===== src/hw/rtl/pkts_pkg.sv =====
// ----------------------------------------------------------------------------
// pkts_pkg: shared types and constants
// Event and report records, controller/datapath command and status groups,
// controller state encoding and register map constants.
// ----------------------------------------------------------------------------
`default_nettype none

package pkts_pkg;

    // Register map
    localparam int unsigned REG_IDX_W           = 1;
    localparam int unsigned PADDR_W             = 3;
    localparam logic [REG_IDX_W-1:0] REG_REPORT_INTERVAL = 1'b0;
    localparam logic [15:0] INTERVAL_RESET      = 16'd100;

    // One allocation event
    typedef struct packed {
        logic [15:0] user_id;
        logic [63:0] timestamp;
        logic [9:0]  frame_number;
        logic [7:0]  slot_number;
        logic [8:0]  first_block;
        logic [8:0]  block_count;
        logic [4:0]  coding_scheme;
        logic [31:0] transport_bytes;
        logic [3:0]  harq_process;
        logic        retransmission;
    } evt_t;

    // One report word
    typedef struct packed {
        evt_t        evt;
        logic [31:0] total_bytes;
        logic [31:0] alloc_count;
    } rpt_t;

    // Controller -> datapath
    typedef struct packed {
        logic load;
        logic scan;
        logic commit_hit;
        logic commit_miss;
    } ctrl_cmd_t;

    // Datapath -> controller
    typedef struct packed {
        logic match;
        logic scan_done;
        logic hit_report;
        logic out_free;
    } dp_status_t;

    typedef enum logic [1:0] {
        ST_IDLE,
        ST_SCAN,
        ST_HIT,
        ST_MISS
    } state_t;

endpackage

`default_nettype wire


===== src/hw/rtl/pkts_ctrl.sv =====
// ----------------------------------------------------------------------------
// pkts_ctrl: sequencing state machine
// Accepts an event, runs the table scan, then commits a hit update or an
// insert; a miss or a reporting hit first waits for the report register to be free.
// ----------------------------------------------------------------------------
`default_nettype none

module pkts_ctrl (
    input  wire logic                 clk,
    input  wire logic                 rst_n,
    input  wire logic                 evt_valid,
    output logic                      evt_ready,
    input  wire pkts_pkg::dp_status_t status,
    output pkts_pkg::ctrl_cmd_t       cmd
);

    pkts_pkg::state_t state_reg;
    pkts_pkg::state_t state_next;

    // State register
    always_ff @(posedge clk or negedge rst_n)
    begin
        if (!rst_n)
        begin
            state_reg <= pkts_pkg::ST_IDLE;
        end
        else
        begin
            state_reg <= state_next;
        end
    end

    // Next state
    always_comb
    begin
        state_next = state_reg;
        unique case (state_reg)
            pkts_pkg::ST_IDLE:
            begin
                if (evt_valid)
                begin
                    state_next = pkts_pkg::ST_SCAN;
                end
            end
            pkts_pkg::ST_SCAN:
            begin
                priority if (status.match)
                begin
                    state_next = pkts_pkg::ST_HIT;
                end
                else if (status.scan_done)
                begin
                    state_next = pkts_pkg::ST_MISS;
                end
                else
                begin
                    state_next = pkts_pkg::ST_SCAN;
                end
            end
            pkts_pkg::ST_HIT:
            begin
                if (!status.hit_report || status.out_free)
                begin
                    state_next = pkts_pkg::ST_IDLE;
                end
            end
            pkts_pkg::ST_MISS:
            begin
                if (status.out_free)
                begin
                    state_next = pkts_pkg::ST_IDLE;
                end
            end
            default:
            begin
                state_next = pkts_pkg::ST_IDLE;
            end
        endcase
    end

    // Outputs
    always_comb
    begin
        evt_ready = 1'b0;
        cmd       = '0;
        unique case (state_reg)
            pkts_pkg::ST_IDLE:
            begin
                evt_ready = 1'b1;
                cmd.load  = evt_valid;
            end
            pkts_pkg::ST_SCAN:
            begin
                cmd.scan = 1'b1;
            end
            pkts_pkg::ST_HIT:
            begin
                cmd.commit_hit = !status.hit_report || status.out_free;
            end
            pkts_pkg::ST_MISS:
            begin
                cmd.commit_miss = status.out_free;
            end
            default:
            begin
                cmd = '0;
            end
        endcase
    end

endmodule

`default_nettype wire


===== config.mk =====
export PLATFORM = sky130hd
export DESIGN_NAME = pkts_ctrl
export DESIGN_NICKNAME = d
export VERILOG_FILES = /design/src/hw/rtl/pkts_pkg.sv /design/src/hw/rtl/pkts_ctrl.sv
export SDC_FILE = /design/constraint.sdc
export NUM_CORES = 1
export LEC_CHECK = 0
export BUFFER_PORTS_ARGS = -buffer_cell sky130_fd_sc_hd__buf_2
export CAP_MARGIN = 20
export CELL_PAD_IN_SITES_DETAIL_PLACEMENT = 1
export CELL_PAD_IN_SITES_GLOBAL_PLACEMENT = 1
export CORE_AREA = 2 2 39 41
export DETAILED_ROUTE_END_ITERATION = 8
export DIE_AREA = 0 0 41 43
export GPL_TIMING_DRIVEN = 0
export PLACE_DENSITY = 0.42
export SYNTH_ARGS = -nofsm -noshare
export SYNTH_HDL_FRONTEND = slang
export SYNTH_SLANG_ARGS = --single-unit

===== constraint.sdc =====
create_clock -name clk -period 0.9 [get_ports clk]
set_input_delay 0.09 -clock clk [delete_from_list [all_inputs] [get_ports clk]]
set_output_delay 0.09 -clock clk [all_outputs]
set_load 0.005 [all_outputs]

# ---- Yosys cells after proc, flatten, opt, wreduce, memory -nomap -nowiden
# Cells that the tools add are included.
dict set report word_totals {
  register_bits 2
  latch_bits 0
  ram_bits 0
  rom_bits 0
  input_bits 7
  out_inout_bits 5
  word_cells 22
  mem_count 0
}
dict set report classes {
  addsub 0
  multipliers 0
  div 0
  n_lt_le_gt_ge 0
  eq_ne 6
  shift 0
  muxes 11
  n_bitwise 0
  reduce_logical 4
}
# operator count
set ops {}
lappend ops {{$mux 2} 5}
lappend ops {{$pmux 2 s4} 1}
lappend ops {{$ne 2x2->1 const B} 3}
lappend ops {{$mux 1} 5}
lappend ops {{$eq 2x2->1 const B} 2}
lappend ops {{$reduce_and 3->1} 1}
lappend ops {{$eq 2x1->1 const B} 1}
lappend ops {{$logic_not 2->1} 1}
lappend ops {{$logic_not 1->1} 1}
lappend ops {{$logic_or 1x1->1} 1}

# ---- Depth between registers and ports, before layout
dict set report depth {
  depth_word 4
  depth_mapped 3
  depth_no_buf 3
}

# ---- Worst setup path before layout
# Ideal clock, no wire load.
dict set report synth_timing {
  path_kind {reg-to-reg}
  start {register state_reg[0]}
  end {register state_reg[0]}
  setup_time_ns 0.130
  arrival_ns 0.685
  t_required_ns 0.770
  slack_ns 0.085
  path_stages_with_launch 4
  n_path_buf 1
  synth_period_minus_slack_ns 0.815
  cell_sequence {dfrtp_1 buf_6 mux2i_1 o22ai_1}
}
dict set report synth_between {
  elab_chain_cells 3
  word_cells_on_any_way 9
  classes_between {eq/ne: 6; mux: 1; reduce/logical: 2}
}
# item line
set synth_rtl {}
lappend synth_rtl {{from (decl)} pkts_ctrl.sv:17} ;# pkts_pkg::state_t state_reg;
lappend synth_rtl {{from (signal assigned)} pkts_ctrl.sv:25} ;# state_reg <= pkts_pkg::ST_IDLE;
lappend synth_rtl {{from (signal assigned)} pkts_ctrl.sv:29} ;# state_reg <= state_next;
lappend synth_rtl {{$eq 2x2->1 / $logic_not 2->1 (equally long branches)} pkts_ctrl.sv:37} ;# unique case (state_reg)
lappend synth_rtl {{$ne 2x2->1 (no source line)} -}
lappend synth_rtl {{$reduce_and 3->1 (no source line)} -}
# Parallel ways exist; a longest one is shown, timed or not.
# A chain may end at the register's enable or synchronous reset.

==> flow_summary.json <==
{
  "holdWs_ns": 0.116,
  "clk_path_buf_depth": 2,
  "ios": 12,
  "synth_xor_area_share_pct": 0,
  "rsz0062_at_grt": "true",
  "layout-drive-gt1-share_pct": 68.6,
  "design_area_sq_um": 319,
  "timing.max_cap.violations": 0,
  "synth_cell_types": 14,
  "slowest_delay_ns": 0.36,
  "path_clk_slew_ns": 0.03,
  "skew_ns": 0.000931,
  "cp_slowest_cell": "dfrtp_1",
  "vias": 181,
  "timing.final.crit_share_pct": 123,
  "power_density_mw_per_mm2": 3180,
  "ir_worst_vdd_uv": 769,
  "start_kind": "register",
  "hold_class": "in2reg",
  "post_drt_wl_per_cell_um": 8.86,
  "die_area_sq_mm": 0.00176,
  "rows": 14,
  "syn_area_per_cell_sq_um": 9.38,
  "numCtsBuffers": 3,
  "synth-compound-area-share_pct": 12.5,
  "min_period_ns": 1.11,
  "cp_max_fo": 6,
  "crit_path_start": "state_reg[0]",
  "synth_top_area_share_pct": 33.3,
  "ys_seq_elements": 2,
  "crit_type": "reg2out",
  "timing.rr.start": "state_reg[0]",
  "nets": 44,
  "grt_usage_pct": 7.32,
  "synth-simple-area-share_pct": 30.8,
  "clkLatencyLatePin_ns": 0.22,
  "slew_viol_final": 0,
  "synth_top_family_by_area": "simple AND/OR/NAND/NOR gates",
  "grt_max_degree": 7,
  "yosysWarnings": 0,
  "cp-end-kind": "output port",
  "tritoncts": "yes",
  "drtPass1Iterations": 1,
  "syn-cell-area_sq_um": 150,
  "netlist_top_cells_area": "dfrtp_1 33%, mux2i_1 13%, buf_6 7.5%",
  "violations": "setup timing",
  "grt_antenna_before_repair": 0,
  "io_buffers": 11,
  "start_util_pct": 10.8,
  "routed_wl_um": 452,
  "synth_adder_area_share_pct": 0,
  "p_leak_nw": 0.161,
  "slew_headroom_pct": 91.4,
  "cts-root-buf": "clkbuf_4",
  "crit_chain": "buf_6 -> and2b_2 -> buf_6",
  "viasPerCell": 3.55,
  "worst_pin_slew_ns": 0.125,
  "antenna_cells": 0,
  "cp.required_ns": 0.81,
  "fin_cells": 51,
  "grt-ovfl-total": 0,
  "hold_viol_final": 0,
  "grt_pass1_wl_um": 779,
  "final.setup.worst_slack_ns": -0.209,
  "drc_errors": 0,
  "drt-initial-drc-count": 0,
  "status": "finished with violations",
  "synthMuxAreaShare_pct": 13.3,
  "setup_viol": 7,
  "reg2reg_depth": 5,
  "synth_seq_area_share_pct": 33.3,
  "core-area_sq_mm": 0.00138,
  "die_y_um": 43,
  "post-route-util_pct": 23.1,
  "synthesis.nets": 23,
  "cp-endpoint": "cmd[2]",
  "dpl_cell_area_sq_um": 225,
  "area.growth.synth_to_final_pct": 113,
  "reg2reg_slack_ns": -0.17,
  "cp.arrival_ns": 1.02,
  "first_global_vias": 184,
  "r2r-end": "state_reg[1]",
  "pre_cts_slack_ns": -0.00191,
  "die_w_um": 41,
  "fillers": 167,
  "cts_num_sinks": 2,
  "place_inst": 43,
  "crit_top_cell": "buf_6",
  "ctsHtreeMaxLevel": 1,
  "clock.fmax_mhz": 901,
  "synth_top_area_cell": "dfrtp_1",
  "synthCells": 16,
  "routabilityCongestion": 0.609,
  "largest_reg_flops": 2,
  "ant_nets": 0
}
cells by family (layout without fill, tap and decap cells):
group                  count (synthesis)  count (layout)
AOI/OAI and AO/OA                      3               3
buffers and inverters                  2              21
DFF                                    2               2
muxes                                  2               2
and+or+nand+nor                        7               7
stage by stage:
stage	setup TNS [ns]	power, mW
floorplan	0	0.428
global placement	-0.00530	0.568
detailed placement	-0.00191	0.573
CTS	-1.08	0.949
global route	-1.55	1.13
finish	-1.11	1.01
timing repair:
item / CTS / global route
hold buffers: 1 / 0
buffers inserted: 3 / 1
hold endpoints to repair: 2 / 0
resized for setup: 5 / 2
pin swaps: 4 / 1
setup endpoints to repair: 5 / 7
final cells by class:
type                    instances  area [sq um]  share of cell area [%]
well taps                      16          20.0                    6.27
flip-flops and latches          2          51.3                    16.1
repair buffers                 16           111                    34.9
plain buffers                   1          11.3                    3.53
multi-input cells              12          98.8                    31.0
clock buffers                   3          22.5                    7.06
inverters                       1          3.75                    1.18
worst max-delay path: cells and delay by family, from the launching register on:
family | cells | cell delay [ns]
buf+inv | 2 | 0.24
flops | 1 | 0.36
simple gates | 1 | 0.19
synthesized netlist by cell type, drive strengths merged:
cell,number
nand2,1
mux2i,2
dfrtp,2
and3,1
o22ai,1
and2,1
and2b,1
buf,1
nor2b,1
nor2,1
o21ai,1
inv,1
o21bai,1
nor3b,1
cell usage in the layout, fill, tap and decap left out:
cell	n
and2_1	1
and2b_2	1
and3_4	1
buf_2	9
buf_4	3
buf_6	4
clkbuf_4	3
dfrtp_1	1
dfrtp_2	1
dlygate4sd3_1	1
inv_1	1
mux2i_1	2
nand2_1	1
nor2_4	1
nor2b_1	1
nor3b_2	1
o21ai_0	1
o21bai_1	1
o22ai_1	1
power by group:
group | internal (mW) | switching, mW
logic | 0.401 | 0.225
registers | 0.141 | 0.0513
clock network | 0.147 | 0.0489
worst min-delay path by stage:
stage | from | end | slack, ns | depth (start not counted)
after floorplan | rst_n | state_reg[0] | -0.21 | 0
after global placement | rst_n | state_reg[0] | -0.13 | 1
after detailed placement | rst_n | state_reg[0] | -0.12 | 1
after CTS | status[0] | state_reg[0] | 0.10 | 2
after global routing | status[0] | state_reg[0] | 0.12 | 2
final | status[0] | state_reg[0] | 0.12 | 2
layer usage:
| layer | routed length [um] | global-route usage (%) | vias up | share of wire [%] |
|---|---|---|---|---|
| met3 | 58 | 4.71 | 2 | 13 |
| met1 | 200 | 8.97 | 75 | 44 |
| met4 | 6 | 8.00 | 0 | 1.3 |
| met2 | 187 | 7.50 | 10 | 41 |
| li1 | - | - | 94 | - |
| met5 | 0 | 0 | - | 0 |
No activity file was read; power rests on OpenSTA's default activity.
